**config.mk**
```make
export PLATFORM = sky130hd
export DESIGN_NAME = button_hold_menu_controller_unit
export DESIGN_NICKNAME = d
export VERILOG_FILES = /design/src/rtl/bhm_pkg.sv /design/src/rtl/bhm_csr.sv /design/src/rtl/bhm_core.sv /design/src/rtl/button_hold_menu_controller_unit.sv
export SDC_FILE = /design/constraint.sdc
export NUM_CORES = 1
export LEC_CHECK = 0
export BUFFER_PORTS_ARGS = -buffer_cell sky130_fd_sc_hd__buf_2
export CAP_MARGIN = 10
export CORE_MARGIN = 2
export CORE_UTILIZATION = 30
export CTS_CLUSTER_SIZE = 30
export DETAILED_ROUTE_END_ITERATION = 6
export PLACE_DENSITY = 0.52
export REMOVE_ABC_BUFFERS = 1
export SLEW_MARGIN = 10
export SYNTH_ARGS = -nofsm -noshare
export SYNTH_HDL_FRONTEND = slang
export SYNTH_SLANG_ARGS = --single-unit
```
**constraint.sdc**
```tcl
create_clock -name clock -period 4.34 [get_ports clock]
set_input_delay 0.868 -clock clock [delete_from_list [all_inputs] [get_ports clock]]
set_output_delay 0.868 -clock clock [all_outputs]
set_load 0.05 [all_outputs]
```
**src/rtl/bhm_pkg.sv**
```systemverilog
`timescale 1ns / 1ps
package bhm_pkg;

   localparam int REG_BITS   = 24;
   localparam int COLOR_BITS = 24;
   localparam int INDEX_BITS = 3;
   localparam int FLASH_BITS = 3;
   localparam int AWB_BITS   = 2;
   localparam int CSR_IDX_BITS = 2;
   localparam int REQ_DATA_BITS = 8;
   localparam int RSP_DATA_BITS = 40;

   localparam logic [CSR_IDX_BITS-1:0] CSR_HOLD  = 2'd0;
   localparam logic [CSR_IDX_BITS-1:0] CSR_STEP  = 2'd1;
   localparam logic [CSR_IDX_BITS-1:0] CSR_ABORT = 2'd2;

   localparam logic [REG_BITS-1:0] HOLD_RESET  = 24'd1250000;
   localparam logic [REG_BITS-1:0] STEP_RESET  = 24'd1000000;
   localparam logic [REG_BITS-1:0] ABORT_RESET = 24'd15000000;

   localparam logic [AWB_BITS-1:0] AWB_NONE    = 2'd0;
   localparam logic [AWB_BITS-1:0] AWB_ENABLE  = 2'd1;
   localparam logic [AWB_BITS-1:0] AWB_DISABLE = 2'd2;

   localparam logic [FLASH_BITS-1:0] FLASH_NONE    = 3'd0;
   localparam logic [FLASH_BITS-1:0] FLASH_CONFIRM = 3'd3;
   localparam logic [FLASH_BITS-1:0] FLASH_FINISH  = 3'd4;

   localparam logic [COLOR_BITS-1:0] COLOR_OFF  = 24'h000000;
   localparam logic [COLOR_BITS-1:0] COLOR_BLUE = 24'h0000ff;

   typedef struct packed {
      logic [REG_BITS-1:0] hold_ticks;
      logic [REG_BITS-1:0] step_ticks;
      logic [REG_BITS-1:0] abort_ticks;
   } cfg_type;

   typedef struct packed {
      logic [INDEX_BITS-1:0] menu_index;
      logic                  pipe_active;
      logic [AWB_BITS-1:0]   awb_cmd;
      logic [FLASH_BITS-1:0] flash_count;
      logic [COLOR_BITS-1:0] led_color;
      logic                  led_write;
   } result_type;

   function automatic logic [COLOR_BITS-1:0] index_color(input logic [INDEX_BITS-1:0] idx);
      logic [COLOR_BITS-1:0] c;
      case (idx)
         3'd0:    c = 24'hffffff;
         3'd1:    c = 24'hff0000;
         3'd2:    c = 24'hffa000;
         3'd3:    c = 24'hffff00;
         3'd4:    c = 24'h00ff00;
         3'd5:    c = 24'h00ffff;
         3'd6:    c = 24'h0000ff;
         default: c = 24'hff00ff;
      endcase
      return c;
   endfunction

endpackage

```
**src/rtl/bhm_csr.sv**
```systemverilog
`timescale 1ns / 1ps
module bhm_csr (
   input  logic                               clock,
   input  logic                               reset,
   input  logic                               csr_we,
   input  logic [bhm_pkg::CSR_IDX_BITS-1:0]   csr_index,
   input  logic [bhm_pkg::REG_BITS-1:0]       csr_wdata,
   output bhm_pkg::cfg_type                   cfg
);
   import bhm_pkg::*;

   cfg_type cfg_ff, cfg_in;

   always_comb begin
      cfg_in = cfg_ff;
      if (csr_we) begin
         unique case (csr_index)
            CSR_HOLD:  cfg_in.hold_ticks  = csr_wdata;
            CSR_STEP:  cfg_in.step_ticks  = csr_wdata;
            CSR_ABORT: cfg_in.abort_ticks = csr_wdata;
            default:   cfg_in = cfg_ff;
         endcase
      end
   end

   always_ff @(posedge clock) begin
      if (reset) begin
         cfg_ff.hold_ticks  <= HOLD_RESET;
         cfg_ff.step_ticks  <= STEP_RESET;
         cfg_ff.abort_ticks <= ABORT_RESET;
      end else begin
         cfg_ff <= cfg_in;
      end
   end

   assign cfg = cfg_ff;

endmodule

```
**src/rtl/bhm_core.sv**
```systemverilog
`timescale 1ns / 1ps
module bhm_core #(
   parameter int MODELS     = 7,
   parameter int TIMER_BITS = 24
) (
   input  logic                  clock,
   input  logic                  reset,
   input  logic                  advance,
   input  logic                  button,
   input  bhm_pkg::cfg_type      cfg,
   output bhm_pkg::result_type   result
);
   import bhm_pkg::*;

   localparam int CMP_BITS = (TIMER_BITS > REG_BITS) ? TIMER_BITS : REG_BITS;

   localparam logic [2:0] PH_IDLE    = 3'd0;
   localparam logic [2:0] PH_HOLD    = 3'd1;
   localparam logic [2:0] PH_MENU    = 3'd2;
   localparam logic [2:0] PH_CONFIRM = 3'd3;
   localparam logic [2:0] PH_SECOND  = 3'd4;

   logic [2:0]            phase_ff, phase_in;
   logic [TIMER_BITS-1:0] elapsed_ff, elapsed_in;
   logic [INDEX_BITS-1:0] index_ff, index_in;
   logic                  pipe_ff, pipe_in;

   logic [TIMER_BITS-1:0] elapsed_inc;
   logic [INDEX_BITS-1:0] index_step;
   logic                  hold_over, step_over, abort_over;
   result_type            res;

   assign elapsed_inc = (&elapsed_ff) ? elapsed_ff : elapsed_ff + 1'b1;
   assign hold_over  = CMP_BITS'(elapsed_inc) > CMP_BITS'(cfg.hold_ticks);
   assign step_over  = CMP_BITS'(elapsed_inc) > CMP_BITS'(cfg.step_ticks);
   assign abort_over = CMP_BITS'(elapsed_inc) > CMP_BITS'(cfg.abort_ticks);

   always_comb begin
      index_step = index_ff + 1'b1;
      if (index_step > INDEX_BITS'(MODELS)) index_step = '0;
   end

   always_comb begin
      phase_in   = phase_ff;
      elapsed_in = elapsed_inc;
      index_in   = index_ff;
      pipe_in    = pipe_ff;
      res.led_write   = pipe_ff;
      res.led_color   = pipe_ff ? COLOR_BLUE : COLOR_OFF;
      res.flash_count = FLASH_NONE;
      res.awb_cmd     = AWB_NONE;
      unique case (phase_ff)
         PH_IDLE: begin
            if (button) begin
               elapsed_in = '0;
               phase_in   = PH_HOLD;
            end
         end
         PH_HOLD: begin
            if (!button) begin
               phase_in = PH_IDLE;
            end else if (hold_over) begin
               index_in      = '0;
               elapsed_in    = '0;
               res.led_write = 1'b1;
               res.led_color = index_color('0);
               phase_in      = PH_MENU;
            end
         end
         PH_MENU: begin
            if (!button) begin
               res.flash_count = FLASH_CONFIRM;
               res.led_write   = 1'b1;
               res.led_color   = index_color(index_ff);
               elapsed_in      = '0;
               if (index_ff == '0) res.awb_cmd = AWB_ENABLE;
               else pipe_in = 1'b1;
               phase_in = PH_CONFIRM;
            end else if (step_over) begin
               elapsed_in    = '0;
               index_in      = index_step;
               res.led_write = 1'b1;
               res.led_color = index_color(index_step);
            end
         end
         PH_CONFIRM: begin
            if (button) begin
               elapsed_in = '0;
               phase_in   = PH_SECOND;
            end else if (abort_over) begin
               pipe_in       = 1'b0;
               res.led_write = 1'b1;
               res.led_color = COLOR_OFF;
               phase_in      = PH_IDLE;
            end
         end
         PH_SECOND: begin
            if (!button) begin
               if (index_ff == '0) res.awb_cmd = AWB_DISABLE;
               res.flash_count = FLASH_FINISH;
               pipe_in         = 1'b0;
               res.led_write   = 1'b1;
               res.led_color   = COLOR_OFF;
               phase_in        = PH_IDLE;
            end else if (hold_over) begin
               pipe_in       = 1'b0;
               res.led_write = 1'b1;
               res.led_color = COLOR_OFF;
               phase_in      = PH_IDLE;
            end
         end
         default: begin
            pipe_in       = 1'b0;
            res.led_write = 1'b1;
            res.led_color = COLOR_OFF;
            phase_in      = PH_IDLE;
         end
      endcase
      res.pipe_active = pipe_in;
      res.menu_index  = index_in;
   end

   always_ff @(posedge clock) begin
      if (reset) begin
         phase_ff   <= PH_IDLE;
         elapsed_ff <= '0;
         index_ff   <= '0;
         pipe_ff    <= 1'b0;
      end else if (advance) begin
         phase_ff   <= phase_in;
         elapsed_ff <= elapsed_in;
         index_ff   <= index_in;
         pipe_ff    <= pipe_in;
      end
   end

   assign result = res;

endmodule

```
**src/rtl/button_hold_menu_controller_unit.sv**
```systemverilog
`timescale 1ns / 1ps
// channel   dir  handshake              payload
// req       in   req_tvalid/req_tready  req_tdata[0] button
// rsp       out  rsp_tvalid/rsp_tready  rsp_tdata result fields
// csr       in   csr_we                 csr_index, csr_wdata
// one beat per cycle sustained while rsp_tready is high; an accepted beat passes
// through the input register and then the output register before it appears on rsp
// the phase machine and timer compare sit between the input and output registers
// reset is synchronous and restores the register defaults and the idle phase
// a stalled rsp holds its beat while one more req beat waits in the input register
module button_hold_menu_controller_unit #(
   parameter int MODELS     = 7,
   parameter int TIMER_BITS = 24
) (
   input  logic                                clock,
   input  logic                                reset,
   input  logic                                req_tvalid,
   output logic                                req_tready,
   // [0] button, [7:1] zero
   input  logic [bhm_pkg::REQ_DATA_BITS-1:0]   req_tdata,
   output logic                                rsp_tvalid,
   input  logic                                rsp_tready,
   // [0] led_write, [24:1] led_color, [27:25] flash_count, [29:28] awb_cmd,
   // [30] pipe_active, [33:31] menu_index, [39:34] zero
   output logic [bhm_pkg::RSP_DATA_BITS-1:0]   rsp_tdata,
   input  logic                                csr_we,
   input  logic [bhm_pkg::CSR_IDX_BITS-1:0]    csr_index,
   input  logic [bhm_pkg::REG_BITS-1:0]        csr_wdata
);
   import bhm_pkg::*;

   cfg_type    cfg;
   result_type result;

   logic       in_valid_ff, in_valid_in;
   logic       in_button_ff;
   logic       out_valid_ff, out_valid_in;
   result_type out_data_ff;
   logic       advance;

   assign advance    = in_valid_ff && (!out_valid_ff || rsp_tready);
   assign req_tready = !in_valid_ff || advance;

   assign in_valid_in  = (req_tvalid && req_tready) || (in_valid_ff && !advance);
   assign out_valid_in = advance || (out_valid_ff && !rsp_tready);

   bhm_csr u_csr (
      .clock     (clock),
      .reset     (reset),
      .csr_we    (csr_we),
      .csr_index (csr_index),
      .csr_wdata (csr_wdata),
      .cfg       (cfg)
   );

   bhm_core #(
      .MODELS     (MODELS),
      .TIMER_BITS (TIMER_BITS)
   ) u_core (
      .clock   (clock),
      .reset   (reset),
      .advance (advance),
      .button  (in_button_ff),
      .cfg     (cfg),
      .result  (result)
   );

   always_ff @(posedge clock) begin
      if (reset) begin
         in_valid_ff  <= 1'b0;
         out_valid_ff <= 1'b0;
      end else begin
         in_valid_ff  <= in_valid_in;
         out_valid_ff <= out_valid_in;
      end
   end

   always_ff @(posedge clock) begin
      if (req_tvalid && req_tready) in_button_ff <= req_tdata[0];
      if (advance) out_data_ff <= result;
   end

   assign rsp_tvalid = out_valid_ff;
   assign rsp_tdata  = {{(RSP_DATA_BITS - $bits(result_type)){1'b0}}, out_data_ff};

`ifndef NO_ASSERTIONS
   a_color_off_without_write: assert property (@(posedge clock) disable iff (reset)
      rsp_tvalid && !rsp_tdata[0] |-> rsp_tdata[24:1] == '0)
      else $error("led color set without a write");

   a_flash_writes_led: assert property (@(posedge clock) disable iff (reset)
      rsp_tvalid && rsp_tdata[27:25] != FLASH_NONE |-> rsp_tdata[0])
      else $error("flash request without led write");

   a_awb_enable_no_pipe: assert property (@(posedge clock) disable iff (reset)
      rsp_tvalid && rsp_tdata[29:28] == AWB_ENABLE |-> !rsp_tdata[30] && rsp_tdata[0])
      else $error("white balance enable with pipe flag set");

   a_awb_index_zero: assert property (@(posedge clock) disable iff (reset)
      rsp_tvalid && rsp_tdata[29:28] != AWB_NONE |-> rsp_tdata[33:31] == '0)
      else $error("white balance command with nonzero index");
`endif

endmodule
```
==> out/qor.csv <==
stage,metric,value,unit
die,start_util,0.3041,
setup_path,reg2reg_depth,18,
synth,synth_area_leader_cell,dfxtp_1,
run,cap_violations,0,
setup_path,r2r_setup_slack,220,ps
power_and_ir_drop,power_density,308.4,nW/um2
sta,slew_viol_final,0,
placement,placed_cell_area,8252,um2
cells_and_area,multi_input_area,4258,um2
sta,finalSetupViolCount,0,
detailed_routing,drc,0,
detailed_routing,antenna_left,0,
synth,synthSimpleGateAreaFrac,0.2128,
setup_path,cpPeakStageDelay,480,ps
setup_path,cp_cell_sequence,"and4_4, nand4_4, nor4b_4, or2_4, or4_4, or2_1, nand2_1, buf_4, ha_1, nand4_4, nor2_1, a222oi_1, nand2_1, a2111oi_4, a311oi_4, buf_4, and2_1, a211oi_1",
synth,yosysWarnings,0,
clock_network,h-tree-depth,4,
global_route,grt_usage,0.1563,
sta,period_needed,4121,ps
sta,max_slew_margin,0.3606,
status,status,"complete, no violations",
synth,synth-xor-area-share,0.02257,
sta,tightest_slew,956.2,ps
synth,synth.top_cell.area_share,0.2851,
sta,hold_viol,0,
global_route,overflow,0,
sta,max_freq,0.2427,GHz
synth,netlist_top_cells_area,"dfxtp_1 29%, ha_1 14%, nand2_1 8.2%",
min_path,hp-start,u_csr.cfg[34]$_SDFFE_PP0P_,
setup_path,critPathArrivalTime,4450,ps
global_route,first_global_vias,6137,
detailed_routing,viasPerCell,4.822,
sta,setup_tns,0,ps
sta,skew,11.78,ps
power_and_ir_drop,leakage,3.912,nW
cells_and_area,drive_gt1_frac,0.2075,
setup_path,critPathLaunchType,flop,
detailed_routing,vias,6351,
synth,synth.distinct_cells,75,
die,die_x,160.8,um
cells_and_area,final_area,8847,um2
detailed_routing,wl,19.53,mm
setup_path,path_delay_family,simple AND/OR/NAND/NOR gates,
clock_network,cts.sinks,119,
global_route,grt_max_degree,57,
cells_and_area,seq_area,2522,um2
clock_network,clk_latency,420,ps
synth,yosysSeqAreaShare,0.3421,
clock_network,cts_buffer_depth,2,
sta,worst_slack,219.0,ps
clock_network,path_clk_slew,60,ps
setup_path,critical-path-slowest-cell,or4_4,
synth,avgSynthCellArea,8.322,um2
clock_network,tritoncts,done,
die,die_area,25850,um2
setup_path,r2r_start,u_core.elapsed_ff[12]$_SDFFE_PP0P_,
synth,synth_edf_count,14,
synth,synth_compound_area_frac,0.1911,
placement,numPortBuffers,67,
power_and_ir_drop,vdd_drop_max,0.2345,mV
cells_and_area,n_antenna_cell,0,
detailed_routing,dr.pass1.iters,5,
die,coreArea,24250,um2
clock_network,cts_buffers,17,
die,ios,81,
sta,min_period_over_period,0.9495,
global_route,grt_pass1_wl,32.20,mm
min_path,hp-class,flop to flop,
setup_path,critPathKind,flop to flop,
synth,synthMuxAreaShare,0.003054,
cells_and_area,area_growth,19.99,%
min_path,worstHoldPathCells,2,
cells_and_area,nets,1100,
cells_and_area,fillers,2575,
global_route,antenna_found_initial,0,
setup_path,cp.required,4670,ps
synth,synthArstFlopShare,0,
setup_path,endpoint_kind,flop,
synth,ys.flop_type,dfxtp_1,
placement,dp_slack,84.52,ps
detailed_routing,wl_per_cell,14.83,um
placement,dp_hpwl,14.31,mm
synth,synthAdderAreaFrac,0.1375,
setup_path,timing.critical_path.buf_inv,2,
clock_network,cts_root_buf,clkbuf_16,
detailed_routing,drtIter0Drc,394,
setup_path,r2r-end,u_core.elapsed_ff[17]$_SDFFE_PP0P_,
synth,synth_top_family_by_area,simple AND/OR/NAND/NOR gates,
synth,synthCells,886,
min_path,whs_endpoint,u_csr.cfg[34]$_SDFFE_PP0P_,
synth,synth-seq-cells,119,
die,rows,57,
die,die_h,160.8,um
placement,place.gp.congestion,0.8169,
synth,syn_area,7373,um2
setup_path,cp_max_fo,4,
==> cell families (layout without fill, tap and decap cells) <==
kind of cell / count (synthesis) / in the layout
multiplexers: 2 / 2
AO/OA/AOI/OAI: 210 / 210
adder cells (fa/ha/maj): 81 / 81
other: 1 / 6
buffers and inverters: 145 / 247
flip-flops: 119 / 119
XOR/XNOR: 19 / 19
AND/OR/NAND/NOR: 309 / 309
==> area by class of cell <==
class | count | share of cell area
clock inverters | 12 | 0.008627
multi-input cells | 627 | 0.4813
clock buffers | 20 | 0.05049
repair buffers | 133 | 0.09390
inverters | 82 | 0.03479
well taps | 324 | 0.04582
flip-flops and latches | 119 | 0.2851
==> cells in the final DEF, fill, tap and decap left out, drive strengths merged, types with 16 or more instances in the layout <==
| cell type | n |
|---|---|
| o211ai | 31 |
| a21oi | 85 |
| nand2 | 162 |
| nor2 | 28 |
| nand3 | 21 |
| o21ai | 19 |
| inv | 86 |
| a21o | 16 |
| ha | 81 |
| nand4 | 19 |
| buf | 133 |
| nor3 | 22 |
| a22o | 16 |
| dfxtp | 105 |
| clkbuf | 20 |
==> registers in the layout, summed over array words and instances, names as in the netlist <==
name	count
u_core.phase_ff	3
u_csr.cfg	72
rsp_tdata	13
u_core.pipe_ff	1
in_valid_ff	1
in_button_ff	1
rsp_tvalid	1
u_core.elapsed_ff	24
u_core.index_ff	3
==> through the flow <==
stage               instances  hold slack [ps]  power, W  utilization
finish                   1317            451.9  0.002729       0.3649
global route             1317            468.7  0.002844       0.3649
CTS                      1314            454.1  0.002763       0.3619
detailed placement       1282            446.5  0.001477       0.3403
global placement         1282            443.3  0.001474       0.3403
floorplan                 828            430.3  0.001372            -
==> per-layer routing <==
metal	part of all wire	up-vias	GRT usage	routed length, um
met1	0.50	2973	0.2115	9799
met4	0.011	0	0.04343	219
met3	0.032	14	0.03151	626
li1	-	3266	-	-
met2	0.45	98	0.2537	8886
met5	0	-	0	0
==> power breakdown <==
part           switching [W]  internal [W]  total [W]  leakage [nW]
combinational       0.000201     0.0000863   0.000287          2.66
clock               0.000533      0.000741    0.00127         0.261
sequential         0.0000186       0.00115    0.00117         0.989
total               0.000753       0.00198    0.00273          3.91
==> how the worst max path moves through the flow <==
| stage | slack (ps) | end | from | cells past startpoint |
|---|---|---|---|---|
| after detailed placement | 80 | u_core.elapsed_ff[3]$_SDFFE_PP0P_ | u_core.elapsed_ff[20]$_SDFFE_PP0P_ | 18 |
| after global placement | 130 | rsp_tdata[31]$_DFFE_PP_ | u_core.elapsed_ff[20]$_SDFFE_PP0P_ | 18 |
| final | 220 | u_core.elapsed_ff[17]$_SDFFE_PP0P_ | u_core.elapsed_ff[12]$_SDFFE_PP0P_ | 18 |
| after CTS | 60 | u_core.elapsed_ff[3]$_SDFFE_PP0P_ | u_core.elapsed_ff[12]$_SDFFE_PP0P_ | 18 |
| after global routing | -30 | u_core.elapsed_ff[15]$_SDFFE_PP0P_ | u_core.elapsed_ff[12]$_SDFFE_PP0P_ | 18 |
| after floorplan | 380 | u_core.elapsed_ff[7]$_SDFFE_PP0P_ | u_core.elapsed_ff[9]$_SDFFE_PP0P_ | 16 |
==> cell usage after synthesis, types with 3 or more instances <==
| cell type | instances |
|---|---|
| nand3b_1 | 3 |
| nor2_1 | 24 |
| nor2_2 | 3 |
| a31oi_1 | 3 |
| nor3_1 | 22 |
| a22o_1 | 16 |
| xnor2_1 | 11 |
| nor2b_1 | 7 |
| ha_1 | 81 |
| o31ai_1 | 7 |
| edfxtp_1 | 14 |
| or2_1 | 3 |
| nand4_1 | 17 |
| o211ai_1 | 31 |
| nand3_1 | 18 |
| o21ai_1 | 3 |
| clkbuf_1 | 30 |
| and3_1 | 6 |
| buf_4 | 28 |
| o21ai_0 | 15 |
| inv_1 | 81 |
| a21oi_1 | 85 |
| nand2_1 | 162 |
| a21o_1 | 16 |
| a211o_1 | 3 |
| a211oi_1 | 7 |
| dfxtp_1 | 105 |
| nand2b_1 | 5 |
| nor4_1 | 5 |
| and2_1 | 5 |
| xor2_1 | 8 |
| or3_1 | 3 |
==> worst min-delay path, delay by kind of cell (launching register included) <==
kind | cells | cell delay (ps)
simple gates | 1 | 50
compound gates | 1 | 50
flops | 1 | 300
==> repair_timing <==
action,CTS,global route
gates resized for setup,0,11
hold buffers,0,0
endpoints found under the setup margin,0,38
setup buffers,0,3
Power figures use the tool's default switching activity.
